[src/rtl/tmhq_pkg.sv]
// Shared types, codes and constants of the timer min-heap queue.
package tmhq_pkg;

  localparam int HEAP_DEPTH_DEF = 32;
  localparam int MAX_RESULTS    = 32;
  localparam int NPOP_W         = $clog2(MAX_RESULTS + 1);
  localparam int TIME_W         = 32;
  localparam int TAG_W          = 16;
  localparam int WAIT_W         = 43;
  localparam int STATUS_W       = 2;

  localparam logic [9:0] MS_PER_S = 10'd1000;

  localparam logic OP_ADD   = 1'b0;
  localparam logic OP_CHECK = 1'b1;

  localparam logic [STATUS_W-1:0] ST_ADDED   = 2'd0;
  localparam logic [STATUS_W-1:0] ST_FULL    = 2'd1;
  localparam logic [STATUS_W-1:0] ST_EXPIRED = 2'd2;
  localparam logic [STATUS_W-1:0] ST_NONE    = 2'd3;

  typedef struct packed {
    logic [TIME_W-1:0] deadline;
    logic [TAG_W-1:0]  tag;
  } entry_t;

  typedef struct packed {
    logic              go;
    logic              empty;
    logic [TIME_W-1:0] deadline;
    logic [TIME_W-1:0] now;
  } wait_req_t;

endpackage

[src/rtl/tmhq_wait_unit.sv]
// Two-stage computation of the wait in milliseconds from the heap top.
module tmhq_wait_unit (
  input  logic                              clk,
  input  logic                              rst_n,
  input  tmhq_pkg::wait_req_t               req,
  output logic                              done,
  output logic signed [tmhq_pkg::WAIT_W-1:0] wait_ms
);

  logic                          v1_r;
  logic                          empty1_r;
  logic                          due1_r;
  logic [tmhq_pkg::TIME_W-1:0]   diff1_r;
  logic                          done_r;
  logic [tmhq_pkg::WAIT_W-1:0]   wait_r;
  logic [tmhq_pkg::WAIT_W-1:0]   prod;
  logic [tmhq_pkg::WAIT_W-1:0]   wait_nxt;

  assign prod = tmhq_pkg::WAIT_W'(diff1_r) * tmhq_pkg::WAIT_W'(tmhq_pkg::MS_PER_S);

  always_comb begin
    if (empty1_r) begin
      wait_nxt = '1;
    end else if (due1_r) begin
      wait_nxt = '0;
    end else begin
      wait_nxt = prod;
    end
  end

  always_ff @(posedge clk) begin
    if (!rst_n) begin
      v1_r   <= 1'b0;
      done_r <= 1'b0;
    end else begin
      v1_r   <= req.go;
      done_r <= v1_r;
    end
  end

  always_ff @(posedge clk) begin
    if (req.go) begin
      empty1_r <= req.empty;
      due1_r   <= (req.deadline <= req.now);
      diff1_r  <= req.deadline - req.now;
    end
    if (v1_r) begin
      wait_r <= wait_nxt;
    end
  end

  assign done    = done_r;
  assign wait_ms = signed'(wait_r);

endmodule

[src/rtl/timer_min_heap_queue_core.sv]
// Timer queue top level: heap memory, sift sequencer and result emission.
//
//   channel  | ports                                    | transfer
//   ---------+------------------------------------------+---------------------------
//   input    | start, busy, in_op/now_time/delay/tag    | start && !busy at clk edge
//   result   | out_valid, out_status/expired_*/wait/last| out_valid, one cycle each
//
// Add: the new timer climbs, reading and comparing each parent, to the root or to a
// parent not later. Check: per popped timer the top and tail are read, then the hole
// sinks past each earlier child to a leaf; then the top not due is found (skipped when
// empty or at the cap). The wait and the results follow, paced by the one read port.
// Reset (rst_n low, synchronous) empties the heap at once; no clearing pass. Results
// cannot be stalled; the block raises busy for the whole item.
module timer_min_heap_queue_core #(
  parameter int HEAP_DEPTH = tmhq_pkg::HEAP_DEPTH_DEF
) (
  input  logic                                clk,
  input  logic                                rst_n,
  input  logic                                start,
  output logic                                busy,
  input  logic                                in_op,
  input  logic [tmhq_pkg::TIME_W-1:0]         in_now_time,
  input  logic [tmhq_pkg::TIME_W-1:0]         in_delay,
  input  logic [tmhq_pkg::TAG_W-1:0]          in_tag,
  output logic                                out_valid,
  output logic [tmhq_pkg::STATUS_W-1:0]       out_status,
  output logic [tmhq_pkg::TAG_W-1:0]          out_expired_tag,
  output logic [tmhq_pkg::TIME_W-1:0]         out_expired_deadline,
  output logic signed [tmhq_pkg::WAIT_W-1:0]  out_wait_ms,
  output logic                                out_last
);

  localparam int CNT_W = $clog2(HEAP_DEPTH + 1);
  localparam int IDX_W = $clog2(HEAP_DEPTH);
  localparam int CH_W  = IDX_W + 2;

  localparam logic [3:0] S_IDLE     = 4'd0;
  localparam logic [3:0] S_UP_RD    = 4'd1;
  localparam logic [3:0] S_UP_CMP   = 4'd2;
  localparam logic [3:0] S_CHK_RD   = 4'd3;
  localparam logic [3:0] S_CHK_TOP  = 4'd4;
  localparam logic [3:0] S_CHK_LAST = 4'd5;
  localparam logic [3:0] S_DN_L     = 4'd6;
  localparam logic [3:0] S_DN_R     = 4'd7;
  localparam logic [3:0] S_DN_CMP   = 4'd8;
  localparam logic [3:0] S_WT_RD    = 4'd9;
  localparam logic [3:0] S_WT_GO    = 4'd10;
  localparam logic [3:0] S_WT_WAIT  = 4'd11;
  localparam logic [3:0] S_OUT_ONE  = 4'd12;
  localparam logic [3:0] S_OUT_RD   = 4'd13;
  localparam logic [3:0] S_OUT_SH   = 4'd14;

  tmhq_pkg::entry_t mem [HEAP_DEPTH];
  tmhq_pkg::entry_t rdata_r;
  logic [IDX_W-1:0] rd_addr;
  logic             we;
  logic [IDX_W-1:0] wr_addr;
  tmhq_pkg::entry_t wdata;

  logic [3:0]                    state_r, state_nxt;
  logic                          op_r, op_nxt;
  logic [tmhq_pkg::TIME_W-1:0]   now_r, now_nxt;
  logic [CNT_W-1:0]              count_r, count_nxt;
  logic [IDX_W-1:0]              idx_r, idx_nxt;
  tmhq_pkg::entry_t              x_r, x_nxt;
  tmhq_pkg::entry_t              lc_r, lc_nxt;
  tmhq_pkg::entry_t              top_r, top_nxt;
  logic                          hasr_r, hasr_nxt;
  logic [tmhq_pkg::NPOP_W-1:0]   npop_r, npop_nxt;
  logic [IDX_W-1:0]              eidx_r, eidx_nxt;
  logic [tmhq_pkg::NPOP_W-1:0]   eleft_r, eleft_nxt;
  logic [tmhq_pkg::STATUS_W-1:0] st_r, st_nxt;

  logic                          ov_r, ov_nxt;
  logic [tmhq_pkg::STATUS_W-1:0] ostat_r, ostat_nxt;
  logic [tmhq_pkg::TAG_W-1:0]    otag_r, otag_nxt;
  logic [tmhq_pkg::TIME_W-1:0]   odl_r, odl_nxt;
  logic                          olast_r, olast_nxt;

  logic [tmhq_pkg::TIME_W:0]     sum;
  logic [tmhq_pkg::TIME_W-1:0]   new_dl;
  logic [IDX_W-1:0]              parent;
  logic [CH_W-1:0]               lch;
  logic [CH_W-1:0]               rch;
  logic [CH_W-1:0]               count_ext;
  logic [IDX_W-1:0]              last_idx;
  logic [CNT_W:0]                ebase;
  logic                          l_less;
  logic                          r_less;
  tmhq_pkg::entry_t              best;

  tmhq_pkg::wait_req_t           wreq;
  logic                          wdone;
  logic signed [tmhq_pkg::WAIT_W-1:0] wait_ms;

  tmhq_wait_unit u_wait (
    .clk     (clk),
    .rst_n   (rst_n),
    .req     (wreq),
    .done    (wdone),
    .wait_ms (wait_ms)
  );

  assign sum       = {1'b0, in_now_time} + {1'b0, in_delay};
  assign new_dl    = sum[tmhq_pkg::TIME_W] ? '1 : sum[tmhq_pkg::TIME_W-1:0];
  assign parent    = (idx_r - IDX_W'(1)) >> 1;
  assign lch       = {1'b0, idx_r, 1'b1};
  assign rch       = lch + CH_W'(1);
  assign count_ext = CH_W'(count_r);
  assign last_idx  = IDX_W'(count_r - CNT_W'(1));
  assign ebase     = (CNT_W + 1)'(count_r) + (CNT_W + 1)'(npop_r) - (CNT_W + 1)'(1);
  assign l_less    = lc_r.deadline < x_r.deadline;
  assign best      = l_less ? lc_r : x_r;
  assign r_less    = hasr_r && (rdata_r.deadline < best.deadline);

  always_comb begin
    state_nxt = state_r;
    op_nxt    = op_r;
    now_nxt   = now_r;
    count_nxt = count_r;
    idx_nxt   = idx_r;
    x_nxt     = x_r;
    lc_nxt    = lc_r;
    top_nxt   = top_r;
    hasr_nxt  = hasr_r;
    npop_nxt  = npop_r;
    eidx_nxt  = eidx_r;
    eleft_nxt = eleft_r;
    st_nxt    = st_r;
    ov_nxt    = 1'b0;
    ostat_nxt = ostat_r;
    otag_nxt  = otag_r;
    odl_nxt   = odl_r;
    olast_nxt = olast_r;
    rd_addr   = '0;
    we        = 1'b0;
    wr_addr   = idx_r;
    wdata     = x_r;
    wreq      = '{go: 1'b0, empty: (count_r == '0), deadline: rdata_r.deadline, now: now_r};

    case (state_r)
      S_IDLE: begin
        if (start) begin
          op_nxt   = in_op;
          now_nxt  = in_now_time;
          npop_nxt = '0;
          if (in_op == tmhq_pkg::OP_CHECK) begin
            st_nxt    = tmhq_pkg::ST_NONE;
            state_nxt = S_CHK_RD;
          end else if (count_r >= CNT_W'(HEAP_DEPTH)) begin
            st_nxt    = tmhq_pkg::ST_FULL;
            state_nxt = S_WT_RD;
          end else begin
            st_nxt    = tmhq_pkg::ST_ADDED;
            x_nxt     = '{deadline: new_dl, tag: in_tag};
            idx_nxt   = count_r[IDX_W-1:0];
            count_nxt = count_r + CNT_W'(1);
            state_nxt = S_UP_RD;
          end
        end
      end
      S_UP_RD: begin
        if (idx_r == '0) begin
          we        = 1'b1;
          state_nxt = S_WT_RD;
        end else begin
          rd_addr   = parent;
          state_nxt = S_UP_CMP;
        end
      end
      S_UP_CMP: begin
        we = 1'b1;
        if (rdata_r.deadline > x_r.deadline) begin
          // move the parent down into the hole and climb
          wdata     = rdata_r;
          idx_nxt   = parent;
          state_nxt = S_UP_RD;
        end else begin
          state_nxt = S_WT_RD;
        end
      end
      S_CHK_RD: begin
        if ((count_r == '0) || (npop_r == tmhq_pkg::NPOP_W'(tmhq_pkg::MAX_RESULTS))) begin
          state_nxt = S_WT_RD;
        end else begin
          state_nxt = S_CHK_TOP;
        end
      end
      S_CHK_TOP: begin
        if (rdata_r.deadline > now_r) begin
          state_nxt = S_WT_RD;
        end else begin
          top_nxt   = rdata_r;
          rd_addr   = last_idx;
          state_nxt = S_CHK_LAST;
        end
      end
      S_CHK_LAST: begin
        // park the popped timer in the slot freed at the tail
        we        = 1'b1;
        wr_addr   = last_idx;
        wdata     = top_r;
        x_nxt     = rdata_r;
        count_nxt = count_r - CNT_W'(1);
        npop_nxt  = npop_r + tmhq_pkg::NPOP_W'(1);
        idx_nxt   = '0;
        state_nxt = (count_r == CNT_W'(1)) ? S_CHK_RD : S_DN_L;
      end
      S_DN_L: begin
        if (lch >= count_ext) begin
          we        = 1'b1;
          state_nxt = S_CHK_RD;
        end else begin
          rd_addr   = lch[IDX_W-1:0];
          state_nxt = S_DN_R;
        end
      end
      S_DN_R: begin
        lc_nxt = rdata_r;
        if (rch < count_ext) begin
          rd_addr  = rch[IDX_W-1:0];
          hasr_nxt = 1'b1;
        end else begin
          hasr_nxt = 1'b0;
        end
        state_nxt = S_DN_CMP;
      end
      S_DN_CMP: begin
        we = 1'b1;
        if (r_less) begin
          wdata     = rdata_r;
          idx_nxt   = rch[IDX_W-1:0];
          state_nxt = S_DN_L;
        end else if (l_less) begin
          wdata     = lc_r;
          idx_nxt   = lch[IDX_W-1:0];
          state_nxt = S_DN_L;
        end else begin
          state_nxt = S_CHK_RD;
        end
      end
      S_WT_RD: begin
        state_nxt = S_WT_GO;
      end
      S_WT_GO: begin
        wreq.go   = 1'b1;
        state_nxt = S_WT_WAIT;
      end
      S_WT_WAIT: begin
        if (wdone) begin
          if ((op_r == tmhq_pkg::OP_ADD) || (npop_r == '0)) begin
            state_nxt = S_OUT_ONE;
          end else begin
            eidx_nxt  = ebase[IDX_W-1:0];
            eleft_nxt = npop_r;
            state_nxt = S_OUT_RD;
          end
        end
      end
      S_OUT_ONE: begin
        ov_nxt    = 1'b1;
        ostat_nxt = st_r;
        otag_nxt  = '0;
        odl_nxt   = '0;
        olast_nxt = 1'b1;
        state_nxt = S_IDLE;
      end
      S_OUT_RD: begin
        rd_addr   = eidx_r;
        state_nxt = S_OUT_SH;
      end
      S_OUT_SH: begin
        ov_nxt    = 1'b1;
        ostat_nxt = tmhq_pkg::ST_EXPIRED;
        otag_nxt  = rdata_r.tag;
        odl_nxt   = rdata_r.deadline;
        olast_nxt = (eleft_r == tmhq_pkg::NPOP_W'(1));
        eleft_nxt = eleft_r - tmhq_pkg::NPOP_W'(1);
        eidx_nxt  = eidx_r - IDX_W'(1);
        state_nxt = (eleft_r == tmhq_pkg::NPOP_W'(1)) ? S_IDLE : S_OUT_RD;
      end
      default: begin
        state_nxt = S_IDLE;
      end
    endcase
  end

  always_ff @(posedge clk) begin
    if (we) begin
      mem[wr_addr] <= wdata;
    end
    rdata_r <= mem[rd_addr];
  end

  always_ff @(posedge clk) begin
    if (!rst_n) begin
      state_r <= S_IDLE;
      count_r <= '0;
      npop_r  <= '0;
      ov_r    <= 1'b0;
    end else begin
      state_r <= state_nxt;
      count_r <= count_nxt;
      npop_r  <= npop_nxt;
      ov_r    <= ov_nxt;
    end
  end

  always_ff @(posedge clk) begin
    op_r    <= op_nxt;
    now_r   <= now_nxt;
    idx_r   <= idx_nxt;
    x_r     <= x_nxt;
    lc_r    <= lc_nxt;
    top_r   <= top_nxt;
    hasr_r  <= hasr_nxt;
    eidx_r  <= eidx_nxt;
    eleft_r <= eleft_nxt;
    st_r    <= st_nxt;
    ostat_r <= ostat_nxt;
    otag_r  <= otag_nxt;
    odl_r   <= odl_nxt;
    olast_r <= olast_nxt;
  end

  assign busy                 = (state_r != S_IDLE);
  assign out_valid            = ov_r;
  assign out_status           = ostat_r;
  assign out_expired_tag      = otag_r;
  assign out_expired_deadline = odl_r;
  assign out_wait_ms          = wait_ms;
  assign out_last             = olast_r;

  a_count_bound: assert property (@(posedge clk) disable iff (!rst_n)
    count_r <= CNT_W'(HEAP_DEPTH))
    else $error("heap count above depth");

  a_pop_bound: assert property (@(posedge clk) disable iff (!rst_n)
    npop_r <= tmhq_pkg::NPOP_W'(tmhq_pkg::MAX_RESULTS))
    else $error("popped more timers than one check may return");

  a_accept_busy: assert property (@(posedge clk) disable iff (!rst_n)
    (start && !busy) |=> busy)
    else $error("accepted item did not start work");

  a_result_from_work: assert property (@(posedge clk) disable iff (!rst_n)
    out_valid |-> $past(busy))
    else $error("result strobe without work in progress");

  a_expired_due: assert property (@(posedge clk) disable iff (!rst_n)
    (out_valid && (out_status == tmhq_pkg::ST_EXPIRED)) |-> (out_expired_deadline <= now_r))
    else $error("expired timer deadline after check time");

endmodule

[config.mk]
export PLATFORM = sky130hd
export DESIGN_NAME = timer_min_heap_queue_core
export DESIGN_NICKNAME = d
export VERILOG_FILES = /design/src/rtl/tmhq_pkg.sv /design/src/rtl/tmhq_wait_unit.sv /design/src/rtl/timer_min_heap_queue_core.sv
export SDC_FILE = /design/constraint.sdc
export NUM_CORES = 2
export LEC_CHECK = 0
export BUFFER_PORTS_ARGS = -buffer_cell sky130_fd_sc_hd__buf_2
export CORE_UTILIZATION = 46
export CTS_CLUSTER_SIZE = 20
export DETAILED_ROUTE_END_ITERATION = 10
export PLACE_DENSITY = 0.59
export SLEW_MARGIN = 20
export SYNTH_ARGS = -nofsm -noshare
export SYNTH_HDL_FRONTEND = slang
export SYNTH_SLANG_ARGS = --single-unit
[constraint.sdc]
create_clock -name clk -period 9.55 [get_ports clk]
set_input_delay 0.4775 -clock clk [delete_from_list [all_inputs] [get_ports clk]]
set_output_delay 0.4775 -clock clk [all_outputs]
set_load 0.02 [all_outputs]
Word level (Yosys, flattened, before mapping) --
Memories as Yosys holds them, arrays and structs flattened. A register that Yosys moved wholly into a read port is not among the register bits. Index checks and enable logic that the tools add are counted.
Cells by class: bitwise gates (word level) 2, shift-type cells 0, equal/unequal tests 24, add/subtract/negate cells 11, multiplexer cells 63, div/mod/pow operators 0, $mul 1, $lt $le $gt $ge 8, reductions and logical operators 21
Operator list (count):
- 48-bit 2-to-1 mux | 6
- 48-bit case mux with 3 select lines | 1
- 48-bit case mux with 2 select lines | 1
- 32-bit > comparator | 2
- 32-bit less-than comparator | 2
- 32-bit case mux with 2 select lines | 1
- 5-bit 2-to-1 mux | 12
- 4-bit case mux with 14 select lines | 1
- 42-bit 2-to-1 mux | 1
- 4-bit 2-to-1 mux | 10
- 32-bit by 7-bit multiplier with 39-bit output (second input constant) | 1
- 6-bit 2-to-1 mux | 6
- 6-bit case mux with 2 select lines | 3
- 32-bit by 32-bit adder with 33-bit output | 1
- 32-bit less-or-equal comparator | 1
- 32-bit 2-to-1 mux | 1
- 16-bit case mux with 2 select lines | 1
- 32-bit subtractor | 1
- 4-bit equality test (second input constant) | 7
- 5-bit case mux with 5 select lines | 1
- 5-bit case mux with 4 select lines | 1
- 4-bit by 3-bit equality test with 1-bit output (second input constant) | 4
- 5-bit by 1-bit subtractor with 5-bit output (second input constant) | 3
- 6-bit by 1-bit adder with 6-bit output (second input constant) | 2
- 33 further kinds | 60
Word-level totals: input port bits 84, bits in read-only memories 0, output and inout bits 96, memories kept 1, word-level logic and storage cells 158, flip-flop bits (word level) 343, memory bits (writable) 1536, bits in latches 0
Memory list:
- mem | words 32, width 48, rd ports 1, clocked after memory_dff 1, write ports 1, line timer_min_heap_queue_core.sv:53 | tmhq_pkg::entry_t mem [HEAP_DEPTH];

Longest topological paths before layout --
depth in word-level cells 6, gate-level depth with buffers 24, mapped depth without buffers 20

Hierarchy --
A second synthesis with hierarchy kept.
Second synthesis, totals: cells, all modules 6542, area total of the unflattened synthesis 88486.1 µm²
Modules (own cells, without submodules):
- timer_min_heap_queue_core | cells an instance 5522, sequential area each 54842.6 µm², times used 1, area an instance 78502.8 µm²
- tmhq_wait_unit | cells an instance 1020, sequential area each 2262.2 µm², times used 1, area an instance 9983.3 µm²

Worst setup path before layout --
No wires, ideal clock.
kind register to register, from register x_r[21] in the netlist's numbering, to memory mem[0][22] in the netlist's numbering (data pin), period minus slack after synthesis 6.674 ns, path buffers 3, cell stages (with the launch flop) 23, required time 9.096 ns, slack 2.876 ns, setup time 0.454 ns, arrival time 6.220 ns, cells stage by stage edfxtp_1 inv_1 ha_1 nand2_1 nor4_1 a21oi_1 o21ai_1 a31oi_1 o311ai_1 clkbuf_1 buf_2 mux2i_1 ha_1 a21oi_1 nor2b_1 o21ai_0 and3b_1 o221ai_1 a221o_1 o41ai_1 clkbuf_1 mux2_2 o21ai_0
RTL lines:
- start, declared | line timer_min_heap_queue_core.sv:65 | tmhq_pkg::entry_t x_r, x_nxt;
- start signal, assigned | line timer_min_heap_queue_core.sv:313 | x_r <= x_nxt;
- end, declared | line timer_min_heap_queue_core.sv:53

==> results.tsv <==
metric	value	unit
status	completed	
vias	57700	
multi_input_area	27800	um2
avgSynthCellArea	13.6	um2
crit_buf_inv	3	
vias_per_cell	6.27	
port-buffer-count	179	
core_region_area	186000	um2
ys_types	79	
power_switching	0.0135	W
antenna_found_initial	7	
crit_start	x_r[21]$_DFFE_PP_	
root_buffer	clkbuf_16	
synth_edf_count	1857	
fin_cells	9209	
grt_use_met3	0.0598	
dp_cells	8793	
place_hpwl	159	mm
crit_path_start_kind	flip-flop	
layout-drive-gt1-share	0.117	
met1_usage	0.401	
htreeDepth	4	
crit_path_max_fanout	32	
setup_viol	0	
rsz0062_at_grt	no	
wl_per_cell	30.2	um
p_int	0.0205	W
fillers	15500	
max_freq	131	MHz
synthesis.nets	6823	
synth_area	86500	um2
async_flop_share	0	
p_leak	36.1	nW
p_sw_frac	0.397	
grt_pass1_wl	398	mm
grt_use_total	0.289	
die_x	436	um
drt_iter0_drc	8057	
cts_buffers	198	
rows	158	
area_growth_syn_to_layout	13.4	%
ys_seq_elements	1924	
nets	7039	
grt_start_max_net_pins	147	
fin_skew	0.0478	ns
cpPeakStageDelay	1.02	ns
r2r_start	x_r[21]$_DFFE_PP_	
drt-total-wl	278	mm
antenna_left	0	
synthCells	6348	
synth_flop_cell	edfxtp_1	
drv_slew	0	
hold_viol_final	0	
hp-start	start	
cts_sinks	1924	
cts_hold_buf	50	
critical_path_class	flip-flop to flip-flop	
crit_chain	inv_1, ha_1, nand2_1, nor4_1, a21oi_1, o21ai_1, a31oi_1, o311ai_4, buf_4, mux2i_1, ha_1, a21o_1, a21o_1, a21oi_1, o221ai_1, a221o_1, o41ai_2, buf_4, mux2_2, o21ai_2	
clock_power_share	0.225	
die_h	436	um
met2_usage	0.448	
cp-end-kind	flip-flop	
period_needed	7.63	ns
worst_slew_pin_slew	1.21	ns
ys_warn_count	0	
min_path_type	input port to flip-flop	
remaining_drc_errors	0	
drt-pass1-iter-count	9	
clock_latency	0.86	ns
drv_cap	0	
yosysSeqAreaShare	0.660	
cts_buffer_depth	3	
dieArea	190000	um2
cpLargestDelayFamily	compound AO/OA/AOI/OAI gates	
postCtsSetupBuffers	0	
pwr-share-comb	0.403	
path_clk_slew	0.06	ns
arrival	8.11	ns
worstPathRequired	10.03	ns
ir_drop	0.387	mV
grt_pass1_vias	55300	
slew_headroom	0.193	
seqCellArea	57100	um2
post_cts_resized	0	
finalCritPeriodShare	0.799	
grt_busiest_layer	met2	
io_pins	180	
overflow	0	
crit_path_top_delay_cell	o311ai_4	
finalSetupTns	0	ns
tritoncts	done	
power.density	346	nW/um2
start_util	0.465	
seqPwrFrac	0.371	
gp_congestion	0.916	
## cell type report
cell class	instances	share of cell area
sequential	1924	0.582
multi-input combinational	3766	0.283
clock buffer	240	0.0533
tap	2480	0.0316
timing repair buffer	373	0.0278
inverter	301	0.0115
clock inverter	123	0.0111
antenna	2	0.0000510
## cell usage after synthesis, types with 48 or more instances
cell type	instances	area [um2]
dfxtp_1	67	1340
a21o_1	79	593
a22oi_1	162	1220
nand4_1	143	895
a222oi_1	48	480
buf_2	50	250
fa_1	121	2420
edfxtp_1	1857	55800
a21oi_1	506	2530
xnor2_1	82	718
mux2i_1	334	3340
ha_1	270	3380
inv_1	300	1130
mux2_2	48	541
nor2_1	154	578
clkbuf_1	259	972
nand3_1	162	811
nor3_1	50	250
o21ai_0	115	576
a221oi_1	195	1710
nand2_1	808	3030
## per-stage QoR
step | hold slack [ns] | cell area (um2) | util | total power, W | setup slack [ns]
detailed placement | 0.479 | 91000 | 0.489 | 0.0260 | 2.03
CTS | 0.00691 | 97800 | 0.525 | 0.0336 | 1.89
global placement | 0.494 | 90900 | 0.488 | 0.0258 | 2.07
finish | 0.0593 | 98100 | 0.527 | 0.0340 | 1.92
global route | 0.0738 | 98100 | 0.527 | 0.0354 | 1.67
floorplan | 0.424 | 86500 | - | 0.0213 | 2.88
## cells in the final DEF, fill, tap and decap left out, types with 66 or more instances in the layout
cell / count
clkbuf_16: 202
nand4_1: 143
dfxtp_1: 66
nand2_1: 804
o21ai_0: 99
xnor2_1: 82
inv_1: 297
nand3_1: 160
nor2_1: 115
ha_1: 270
mux2i_1: 334
fa_1: 121
a221oi_1: 195
edfxtp_1: 1857
buf_2: 179
buf_4: 126
a21oi_1: 505
a21o_1: 77
a22oi_1: 162
## cell families (layout without fill, tap and decap cells)
group,after synthesis,count (layout),share of synthesized area
buffers and inverters,658,1037,0.0304
other,0,2,0
flip-flops,1924,1924,0.660
AO/OA/AOI/OAI,1413,1413,0.110
multiplexers,383,383,0.0450
AND/OR/NAND/NOR,1465,1465,0.0758
XOR/XNOR,114,114,0.0115
adder cells (fa/ha/maj),391,391,0.0670
## metal layers
| metal | routed length [um] | up-vias | share of wire |
|---|---|---|---|
| met1 | 113000 | 29200 | 0.41 |
| met3 | 27800 | 562 | 0.10 |
| li1 | - | 24700 | - |
| met2 | 126000 | 3250 | 0.45 |
| met4 | 10900 | 10 | 0.039 |
| met5 | 69 | - | 0.00025 |
## worst min-delay path, stage by stage
cell	delay, ns
buf_2	0.12
nor2_1	0.10
a21oi_1	0.07
nand2_1	0.07
a21oi_1	0.04
## power by group through the flow
| stage | sequential [W] | combinational (W) | clock, W |
|---|---|---|---|
| 6_report | 0.0126 | 0.0137 | 0.00765 |
| 5_1_grt | 0.0127 | 0.0147 | 0.00802 |
| 4_1_cts | 0.0126 | 0.0133 | 0.00772 |
| 3_5_place_dp | 0.0128 | 0.0132 | 0 |
| 3_3_place_gp | 0.0128 | 0.0130 | 0 |
| 2_1_floorplan | 0.0125 | 0.00874 | 0 |
## flip-flops by register name, indices dropped and copies added (netlist names), 4 cells and up
name and count:
top_r 48, x_r 48, idx_r 5, u_wait.wait_ms 40
lc_r 48, npop_r 6, state_r 4, count_r 6
mem 1536, eleft_r 6, out_expired_tag 16, u_wait.diff1_r 32
now_r 32, rdata_r 48, eidx_r 5, out_expired_deadline 32
## final timing paths
kind	end	slack (ns)	cells after the start
worst max register to register	mem[2][37]$_DFFE_PP_	1.92	20
worst max-delay path	mem[2][37]$_DFFE_PP_	1.92	20
worst min-delay path	state_r[2]$_SDFFE_PN0P_	0.06	5
worst min register to register	out_status[1]$_SDFFCE_PP1P_	0.51	1
(Power assumes the default switching activity.)
